<file path="src/pnsm_pkg.sv">
// package of the peak normalized stereo mixdown: constants, codes and types
`default_nettype none
package pnsm_pkg;

  localparam int MaxTracks  = 8;
  localparam int MaxFrames  = 4096;
  localparam int SampleBits = 16;
  localparam int TrkIdxW    = $clog2(MaxTracks);
  localparam int FrmIdxW    = $clog2(MaxFrames);
  localparam int DivW       = 52;
  localparam int DivisorW   = 32;

  typedef enum logic [1:0] {
    KindSet    = 2'd0,
    KindSample = 2'd1,
    KindRun    = 2'd2,
    KindRead   = 2'd3
  } kind_e;

  typedef enum logic [1:0] {
    StatOk    = 2'd0,
    StatRange = 2'd1,
    StatNoMix = 2'd2
  } status_e;

  typedef enum logic [1:0] {
    CfgTrackCount  = 2'd0,
    CfgSampleCount = 2'd1,
    CfgMasterGain  = 2'd2,
    CfgUnused      = 2'd3
  } cfg_idx_e;

  typedef enum logic [4:0] {
    StIdle, StClr, StSum, StTrk, StScA, StScB, StWStart, StWWait, StEStart, StEWait,
    StF0, StFWait, StPow, StPowB, StMul, StPkA, StPkB, StFs, StFsWait,
    StRd0, StRd1, StRd2
  } state_e;

  typedef struct packed {
    logic [15:0]        amp;
    logic [12:0]        fin;
    logic [12:0]        fout;
    logic [2:0]         curve;
    logic [12:0]        offset;
    logic signed [15:0] pan;
    logic               present;
  } trk_cfg_t;

endpackage
`default_nettype wire

</file>
<file path="src/pnsm_div.sv">
// shared restoring divider, one quotient bit per cycle
`default_nettype none
module pnsm_div import pnsm_pkg::*; (
  input  wire logic                clk_i,
  input  wire logic                rst_ni,
  input  wire logic                start_i,
  input  wire logic [DivW-1:0]     dividend_i,
  input  wire logic [DivisorW-1:0] divisor_i,
  output logic                     done_o,
  output logic [DivW-1:0]          quotient_o
);

  localparam int CntW = $clog2(DivW);

  logic                busy_q, done_q;
  logic [CntW-1:0]     cnt_q;
  logic [DivW-1:0]     dvd_q;
  logic [DivisorW-1:0] rem_q, dvs_q;
  logic [DivisorW:0]   rem_sh, rem_sub;
  logic                ge;

  assign rem_sh  = {rem_q, dvd_q[DivW-1]};
  assign ge      = rem_sh >= {1'b0, dvs_q};
  assign rem_sub = rem_sh - {1'b0, dvs_q};

  always_ff @(posedge clk_i or negedge rst_ni) begin
    if (!rst_ni) begin
      busy_q <= 1'b0;
      done_q <= 1'b0;
      cnt_q  <= '0;
      dvd_q  <= '0;
      rem_q  <= '0;
      dvs_q  <= '0;
    end else begin
      done_q <= 1'b0;
      if (start_i) begin
        busy_q <= 1'b1;
        cnt_q  <= '0;
        dvd_q  <= dividend_i;
        rem_q  <= '0;
        dvs_q  <= divisor_i;
      end else if (busy_q) begin
        dvd_q <= {dvd_q[DivW-2:0], ge};
        rem_q <= ge ? rem_sub[DivisorW-1:0] : rem_sh[DivisorW-1:0];
        cnt_q <= cnt_q + 1'b1;
        if (cnt_q == CntW'(DivW - 1)) begin
          busy_q <= 1'b0;
          done_q <= 1'b1;
        end
      end
    end
  end

  assign done_o     = done_q;
  assign quotient_o = dvd_q;

endmodule
`default_nettype wire

</file>
<file path="config.mk">
export PLATFORM = sky130hd
export DESIGN_NAME = pnsm_div
export DESIGN_NICKNAME = d
export VERILOG_FILES = /design/src/pnsm_pkg.sv /design/src/pnsm_div.sv
export SDC_FILE = /design/constraint.sdc
export NUM_CORES = 1
export LEC_CHECK = 0
export BUFFER_PORTS_ARGS = -buffer_cell sky130_fd_sc_hd__buf_2
export CELL_PAD_IN_SITES_DETAIL_PLACEMENT = 0
export CELL_PAD_IN_SITES_GLOBAL_PLACEMENT = 1
export CORE_MARGIN = 1.5
export CORE_UTILIZATION = 38
export DETAILED_ROUTE_END_ITERATION = 8
export GPL_TIMING_DRIVEN = 1
export PLACE_DENSITY_LB_ADDON = 0.1
export SYNTH_ARGS = -nofsm -noshare
export SYNTH_HDL_FRONTEND = slang
export SYNTH_SLANG_ARGS = --single-unit
</file>
<file path="constraint.sdc">
create_clock -name clk_i -period 2.75 [get_ports clk_i]
set_input_delay 0.275 -clock clk_i [delete_from_list [all_inputs] [get_ports clk_i]]
set_output_delay 0.275 -clock clk_i [all_outputs]
set_load 0.01 [all_outputs]
</file>
==> flow_metrics.tcl, run 1 <==
set metrics [dict create \
    irDropWorstVdd_mv 0.534 \
    synth.distinct_cells 63 \
    place_ws_ps -129 \
    clock_latency_ps 420 \
    drt_iter0_markers 273 \
    yosysWarnings 0 \
    dp_hpwl_mm 13.6 \
    slowest_stage "a2111o_1" \
    clock_sinks 124 \
    cp-end-kind "flip-flop" \
    crit-reg2reg-launch "quotient_o[51]" \
    arrival_ps 3100 \
    fin_crit_sh 1.00 \
    fill_cells 1820 \
    synth-edff-count 0 \
    power.density_nw_per_um2 938 \
    core_area_um2 19000 \
    row_count 50 \
    netlist_instances 851 \
    wirelength_mm 20.0 \
    avgViaCountPerCell 5.04 \
    grt_max_degree 158 \
    drv_slew 0 \
    startpoint "quotient_o[51]" \
    place_area_um2 8880 \
    pin_count 140 \
    drt_first_pass_iters 4 \
    crit_path_max_fanout 4 \
    slew_headroom 0.567 \
    finalSetupTns_ps -18.5 \
    die_h_um 143 \
    synth-seq-cells 124 \
    fmax_mhz 362 \
    worst_slew_pin_slew_ps 650 \
    run_status "finished, violations left" \
    cts_root_buffer "clkbuf_16" \
    nets 1172 \
    worst_ep_required_time_ps 3090 \
    finClkSkew_ps 12.8 \
    grt_pass1_vias 6596 \
    crit_path_end "rem_q[30]" \
    h-tree-depth 4 \
    antenna_found_initial 0 \
    drc 0 \
    final.min_clock_period_ps 2760 \
    grt_first_pass_wirelength_mm 32.8 \
    rsz0062_at_grt "true" \
    netlist_area_um2 7430 \
    worstPathCellList "inv_2 -> ha_2 -> fa_2 -> nor2b_2 -> o31a_1 -> o21ai_2 -> a2111o_1 -> buf_4 -> a21oi_2 -> o31ai_2 -> and4_1 -> nor3_2" \
    finalHoldViolCount 0 \
    synthArstFlopShare 1.00 \
    dr_total_vias 6669 \
    die-area_um2 20400 \
    antenna_cells 0 \
    grt-ovfl-total 0 \
    gp_congestion 0.841 \
    die_w_um 143 \
    syn_to_final_growth_pct 33.0 \
    setup_viol 2 \
    cts_buffers 17 \
    seq_area_frac_synth 0.418 \
    drive_gt1_frac 0.299 \
    p_leak_nw 5.07 \
    final_area_um2 9880 \
    synth_nets 972 \
    timing.rr.end "rem_q[30]" \
    total_power_mw 9.27 \
    critPathMaxStageDelay_ps 490 \
    avgSynthCellArea_um2 8.73 \
    synth_top_flop_cell "dfrtp_1" \
    critPathKind "reg2reg" \
    rr_worst_depth 12 \
    cts_tree "done" \
    violations "setup timing" \
    antenna_left 0 \
    wl_per_cell_um 15.1 \
    start_kind "flip-flop" \
    portBuffers 139 \
    grt_util_all_layers 0.201 \
    start_util 0.392 \
    maxCapViolCount 0 \
    clock_path_buffers 2 \
    clk_pin_slew_ps 60 \
    setup_ws_ps -11.8 \
    hold_path.class "in2reg" \
    min_path_cells 3 \
    ff2ff_setup_slack_ps -10 \
]
-- stage by stage --
step | utilization | hold WS (ps) | instances
6_report | 0.521 | 58.1 | 1324
5_1_grt | 0.521 | 49.8 | 1324
4_1_cts | 0.503 | 40.4 | 1313
3_5_place_dp | 0.469 | 326 | 1277
3_3_place_gp | 0.469 | 329 | 1277
2_1_floorplan | - | -20.6 | 851
-- placed cells by master, fill, tap and decap left out, types with 5 or more instances in the layout --
cell type  netlist  final
nor2_1          52     52
buf_2           11    137
buf_4            0     86
clkbuf_16        0     17
nor3_1           7      6
and3_1           7      7
mux2i_1         52     52
ha_1            33     23
and2_1           5      5
a21oi_1         40     34
o21a_1           6      6
inv_1           42     40
o21ai_0        108    104
nand3_1         12     10
ha_4             0      9
xnor2_1         13     12
nand2_1        157    157
a311oi_1        24     21
nand4_1          9      9
dfrtp_1        124    123
xor2_1          11     11
a211oi_2         2      6
a21o_1          19     19
a21oi_2          1      5
or3_1            5      5
-- kinds of logic after synthesis --
family,synth area share
adders and majority gates,0.0583
xor gates and xnor gates,0.0283
muxes,0.0716
buffers and inverters,0.0514
DFF,0.418
AOI/OAI and AO/OA,0.208
and+or+nand+nor,0.165
-- how the worst min path moves through the flow --
stage          slack [ps]           start        endpoint
4_1_cts                40  dividend_i[35]  quotient_o[35]
3_5_place_dp          330          rst_ni       rem_q[14]
6_report               60  dividend_i[15]  quotient_o[15]
2_1_floorplan         -20          rst_ni          busy_q
5_1_grt                50  dividend_i[11]  quotient_o[11]
3_3_place_gp          330          rst_ni       rem_q[14]
-- report_power, final --
| part | leakage [nW] | switching (mW) | total [mW] | internal, mW |
|---|---|---|---|---|
| combinational | 3.25 | 2.48 | 4.71 | 2.23 |
| sequential | 1.55 | 0.236 | 2.37 | 2.13 |
| clock | 0.273 | 0.902 | 2.19 | 1.29 |
-- area by class of cell --
cell class / count / area, um^2 / area share
multi-input cells: 634 / 4260 / 0.431
flip-flops and latches: 124 / 3110 / 0.315
repair buffers: 231 / 1450 / 0.146
clock buffers: 19 / 443 / 0.0448
well taps: 260 / 325 / 0.0329
inverters: 43 / 161 / 0.0163
clock inverters: 13 / 134 / 0.0136
-- cell usage after synthesis, drive strengths merged (3+ instances only) --
| cell type | n | area, um^2 |
|---|---|---|
| o21ai | 108 | 541 |
| buf | 18 | 88.8 |
| nand4 | 9 | 56.3 |
| inv | 42 | 158 |
| or3 | 5 | 31.3 |
| o21a | 6 | 45.0 |
| nand3 | 13 | 70.1 |
| a21oi | 41 | 209 |
| nor2b | 5 | 31.3 |
| xnor2 | 13 | 114 |
| and2 | 6 | 40.0 |
| a211oi | 10 | 85.1 |
| o31ai | 5 | 37.5 |
| a31oi | 3 | 18.8 |
| nor2 | 52 | 195 |
| xor2 | 11 | 96.3 |
| and3 | 7 | 43.8 |
| nor3 | 7 | 35.0 |
| dfrtp | 124 | 3100 |
| nand2 | 158 | 596 |
| ha | 33 | 413 |
| a311oi | 24 | 210 |
| mux2i | 52 | 521 |
| clkbuf | 35 | 131 |
| o211ai | 3 | 22.5 |
| a21o | 19 | 143 |
-- state kept, by name (all words and copies together), names as in the netlist --
register and flops:
rem_q 32, dvs_q 32, done_o 1, cnt_q 6, quotient_o 52, busy_q 1
-- routing by layer --
metal | vias to the layer above | share of wire | global-route usage
met4 | 0 | 0.0070 | 0.0423
met3 | 9 | 0.056 | 0.0630
li1 | 3405 | - | -
met5 | - | 0 | 0
met2 | 128 | 0.45 | 0.311
met1 | 3127 | 0.49 | 0.277
-- timing repair --
| item | CTS | global route |
|---|---|---|
| endpoints found under the setup margin | 12 | 32 |
| hold buffers | 1 | 0 |
| buffers inserted | 2 | 9 |
| resized for setup | 6 | 51 |
| gates cloned | 1 | 2 |
| hold endpoints to repair | 64 | 0 |
| pin swaps | 3 | 26 |
-- critical path: cells and delay by family, from the launching register on --
family | cells | cell delay [ps]
adder cells (fa/ha/maj) | 2 | 570
AND/OR/NAND/NOR | 3 | 520
flip-flops | 1 | 350
buffers and inverters | 2 | 210
AO/OA/AOI/OAI | 5 | 1030
Power figures use the tool's default switching activity.
==> inputs of run 2 (changes only) <==
Settings changed: CORE_UTILIZATION 38 to 45.
Clock period 2.75 ns to 3.5 ns, I/O delays scaled along.
==> run 2 against run 1 <==
The run now ends clean. Global-route usage grew 1.6 points. Critical path depth shrank 3. Non-clock buffer count shrank 86. Utilization grew 2.9 points. Hold slack lost 49 ps. Critical endpoint is now rem_q[25]. Largest cell class unchanged. Largest power group unchanged.
==> flow_metrics.tcl, run 2 (synthesis results as in run 1) <==
set metrics [dict create \
    irDropWorstVdd_mv 0.383 \
    finalSetupTns_ps 0 \
    critPathMaxStageDelay_ps 570 \
    worst_ep_required_time_ps 3820 \
    final_cell_mix "nand2_1, buf_2, dfrtp_1, o21ai_0" \
    drc 0 \
    wl_per_cell_um 15.2 \
    hold_slack_ps 9.29 \
    drt_iter0_markers 394 \
    finClkSkew_ps 9.62 \
    critPathKind "reg2reg" \
    start_util 0.464 \
    drt_first_pass_iters 4 \
    slew_headroom 0.418 \
    p_leak_nw 4.60 \
    multi_input_area_um2 3940 \
    die-area_um2 17300 \
    grt-ovfl-total 0 \
    cts_root_buffer "clkbuf_16" \
    avgViaCountPerCell 5.35 \
    die_w_um 131 \
    grt_first_pass_wirelength_mm 31.1 \
    fin_crit_sh 0.907 \
    layout_commonest_cell "nand2_1" \
    rsz0062_at_grt "false" \
    wirelength_mm 18.1 \
    grt_pass1_vias 6436 \
    largest_reg_flops 52 \
    power.density_nw_per_um2 706 \
    slowest_stage "or4_1" \
    maxCapViolCount 0 \
    cp-end-kind "flip-flop" \
    antenna_left 0 \
    top_usage_layer "met2" \
    die_h_um 131 \
    portBuffers 139 \
    crit_path_max_fanout 28 \
    final.min_clock_period_ps 3170 \
    gp_congestion 0.861 \
    core_area_um2 16000 \
    h-tree-depth 4 \
    grt_use_met3 0.0571 \
    clk_pin_slew_ps 60 \
    grt_util_all_layers 0.218 \
    grt_max_degree 133 \
    finalHoldViolCount 0 \
    arrival_ps 3490 \
    fill_cells 1565 \
    drv_slew 0 \
    syn_to_final_growth_pct 18.4 \
    hold_path.class "in2async" \
    cts_resized 0 \
    cts_buffers 17 \
    final_area_um2 8790 \
    clock_latency_ps 420 \
    pin_count 140 \
    setup_viol 0 \
    clock_sinks 124 \
    run_status "finished, final reports clean" \
    cts_tree "done" \
    grt_util_met1 0.276 \
    dr_total_vias 6365 \
    fmax_mhz 315 \
    worst_slew_pin_slew_ps 872 \
    place_area_um2 8240 \
    hold_buffers 0 \
    use_met2 0.355 \
    dp_hpwl_mm 12.5 \
    row_count 46 \
    drive_gt1_frac 0.190 \
    nets 1083 \
    antenna_found_initial 1 \
    clock_path_buffers 2 \
    start_kind "flip-flop" \
    post-cts-setup-buffers 0 \
    seq_area_um2 3110 \
    worstPathCellList "ha_1 -> nand3_1 -> or4_1 -> a21oi_2 -> a211oi_2 -> o221a_4 -> nand2_2 -> o311ai_0 -> a311oi_1" \
]
==> run 2: changes by cell type in the layout (fill, tap and decap cells not counted), moves of 4 or more <==
cell,delta
a21oi_2,-4
a211oi_1,+5
inv_6,-4
a211oi_2,-4
ha_4,-9
ha_1,+10
a21oi_1,+6
clkinv_2,+4
o21ai_0,+4
buf_4,-80
==> run 2: critical path: cells and delay by family, from the launching register on <==
kind            cells  cell delay (ps)
flops               1              400
simple gates        3             1200
fa+ha+maj           1              390
compound gates      5             1080
==> run 2: cell type report <==
class | count | area share
multi-input cells | 631 | 0.448
well taps | 216 | 0.0307
diodes | 1 | 0.000285
inverters | 43 | 0.0184
clock inverters | 8 | 0.0110
flip-flops and latches | 124 | 0.353
clock buffers | 22 | 0.0516
repair buffers | 145 | 0.0866
==> run 2: power by group <==
group	internal, mW	switching [mW]
combinational	1.07	1.60
sequential	1.68	0.180
clock	1.05	0.623
==> run 2: final timing paths <==
| kind | start | to | slack [ps] | cells after the start |
|---|---|---|---|---|
| min in group clk_i | dividend_i[13] | quotient_o[13] | 140 | 3 |
| setup reg to reg | rem_q[6] | rem_q[25] | 330 | 9 |
| max in group asynchronous | rst_ni | rem_q[11] | 2690 | 2 |
| setup / recovery | rem_q[6] | rem_q[25] | 330 | 9 |
| hold / removal | rst_ni | dvs_q[16] | 9 | 1 |
| hold reg to reg | dvs_q[29] | dvs_q[29] | 530 | 2 |
==> run 2: routing by layer <==
| layer | vias up | routed length (um) |
|---|---|---|
| li1 | 3212 | - |
| met1 | 2977 | 8340 |
| met2 | 150 | 8330 |
| met3 | 26 | 1110 |
| met4 | 0 | 357 |
| met5 | - | 0 |
==> run 2: through the flow <==
stage               total power, mW  setup slack [ps]   util  cells
floorplan                      3.89               730      -    851
global placement               4.49               382  0.515   1159
detailed placement             4.53               305  0.515   1159
CTS                            6.25               298  0.550   1189
global route                   6.68              49.0  0.550   1190
finish                         6.21               325  0.550   1190
==> inputs of run 3 (changes only) <==
Settings changed: CORE_UTILIZATION 45 to 47, CTS_BUF_LIST from default to sky130_fd_sc_hd__clkbuf_4 sky130_fd_sc_hd__clkbuf_8, SLEW_MARGIN from default to 10.
==> run 3 against run 2 <==
First-iteration DRC count fell by 15%. Highest routed layer unchanged. Critical path depth rose by 2. Hold slack better by 93 ps. Critical path type unchanged. Largest cell class unchanged. Count of clock-buffer cells in the layout down 4.
==> flow_metrics.tcl, run 3 (synthesis results as in run 1) <==
set metrics [dict create \
    run_status "finished, final reports clean" \
    cts_buffers 17 \
    crit_path_max_fanout 5 \
    crit-reg2reg-launch "quotient_o[51]" \
    core_area_um2 15300 \
    wl_met1_mm 8.17 \
    hold_buffers 1 \
    final_cell_mix "nand2_1, buf_2, dfrtp_1, o21ai_0" \
    grt_util_all_layers 0.227 \
    top_layer "met4" \
    clock_sinks 124 \
    start_util 0.485 \
    power.density_nw_per_um2 676 \
    maxCapViolCount 0 \
    fin_crit_sh 0.910 \
    startpoint "quotient_o[51]" \
    wl_met3_mm 1.08 \
    grt_max_degree 89 \
    finalHoldViolCount 0 \
    slowest_stage "a2111o_1" \
    drc 0 \
    hold_path.class "in2reg" \
    irDropWorstVdd_mv 0.357 \
    rr_worst_depth 11 \
    die_w_um 129 \
    die_h_um 129 \
    critPathKind "reg2reg" \
    nets 1085 \
    dp_hpwl_mm 12.6 \
    dr_total_vias 6417 \
    portBuffers 139 \
    largest_reg_flops 52 \
    pin_count 140 \
    wl_per_cell_um 14.9 \
    ff2ff_setup_slack_ps 310 \
    critPathMaxStageDelay_ps 560 \
    row_count 45 \
    final.min_clock_period_ps 3190 \
    cts_root_buffer "clkbuf_8" \
    grt-ovfl-total 0 \
    rsz0062_at_grt "false" \
    slew_headroom 0.425 \
    finClkSkew_ps 12.1 \
    wirelength_mm 17.7 \
    die-area_um2 16600 \
    setup_viol 0 \
    drive_gt1_frac 0.196 \
    drt_first_pass_iters 6 \
    syn_to_final_growth_pct 16.4 \
    timing.rr.end "rem_q[22]" \
    antenna_cells 0 \
    arrival_ps 3530 \
    min-delay-start "dividend_i[18]" \
    start_kind "flip-flop" \
    worstPathCellList "inv_1 -> ha_1 -> fa_1 -> nor2b_1 -> o31a_1 -> o21ai_0 -> a2111o_1 -> a21o_1 -> a211oi_1 -> nand2_1 -> a311oi_1" \
    p_leak_nw 4.53 \
    grt_first_pass_wirelength_mm 30.4 \
    layout_commonest_cell "nand2_1" \
    cp-end-kind "flip-flop" \
    crit_path_end "rem_q[22]" \
    clock_path_buffers 2 \
    worst_ep_required_time_ps 3840 \
    clk_pin_slew_ps 80 \
    gp_congestion 0.849 \
    avgViaCountPerCell 5.41 \
    drt_iter0_markers 333 \
    clock_latency_ps 450 \
    worst_slew_pin_slew_ps 862 \
    fmax_mhz 314 \
    finalSetupTns_ps 0 \
    antenna_left 0 \
    place_ws_ps 353 \
    h-tree-depth 4 \
    setup_ws_ps 315 \
    hold_slack_ps 102 \
    post-cts-setup-buffers 0 \
    drv_slew 0 \
    cts_resized 0 \
    cts_tree "done" \
    antenna_found_initial 1 \
    wl_met2_mm 8.20 \
    grt_pass1_vias 6331 \
]
run 3: changes by cell type in the layout (fill, tap and decap cells not counted), sizes merged:
cell         delta
buf             +1
bufinv          +1
clkbuf          -4
clkinvlp        +2
diode           -1
dlygate4sd3     +1
inv             +2
run 3: area by class of cell:
class                   instances  area [um^2]
clock inverters                13          166
flip-flops and latches        124         3110
well taps                     211          264
clock buffers                  18          241
repair buffers                147          763
multi-input cells             631         3940
fillers                      1463         6670
inverters                      43          161
run 3: worst min-delay path by stage:
stage | cells past startpoint | slack [ps] | end
2_1_floorplan | 0 | 50 | busy_q
3_3_place_gp | 1 | 460 | rem_q[10]
3_5_place_dp | 1 | 470 | rem_q[10]
4_1_cts | 3 | 80 | quotient_o[11]
5_1_grt | 3 | 100 | quotient_o[19]
6_report | 3 | 100 | quotient_o[18]
run 3: layer usage:
| metal | up-vias | global-route usage |
|---|---|---|
| li1 | 3217 | - |
| met1 | 3035 | 0.300 |
| met2 | 144 | 0.359 |
| met3 | 21 | 0.0678 |
| met4 | 0 | 0.0747 |
| met5 | - | 0 |
run 3: worst max-delay path: cells and delay by family, from the launching register on:
kind / cells / cell delay (ps)
AND/OR/NAND/NOR: 2 / 250
adder cells (fa/ha/maj): 2 / 630
flip-flops: 1 / 420
buffers and inverters: 1 / 70
AO/OA/AOI/OAI: 6 / 1710
run 3: through the flow:
step	power (mW)	instance area [um^2]	cells	utilization
finish	5.84	8640	1187	0.564
CTS	5.86	8640	1187	0.564
detailed placement	4.52	8230	1155	0.537
floorplan	3.89	7430	851	-
global placement	4.47	8230	1155	0.537
global route	6.31	8640	1187	0.564
run 3: where the power goes:
part           switching, mW  internal, mW
logic                   1.59          1.07
clock network          0.615         0.712
registers              0.184          1.67
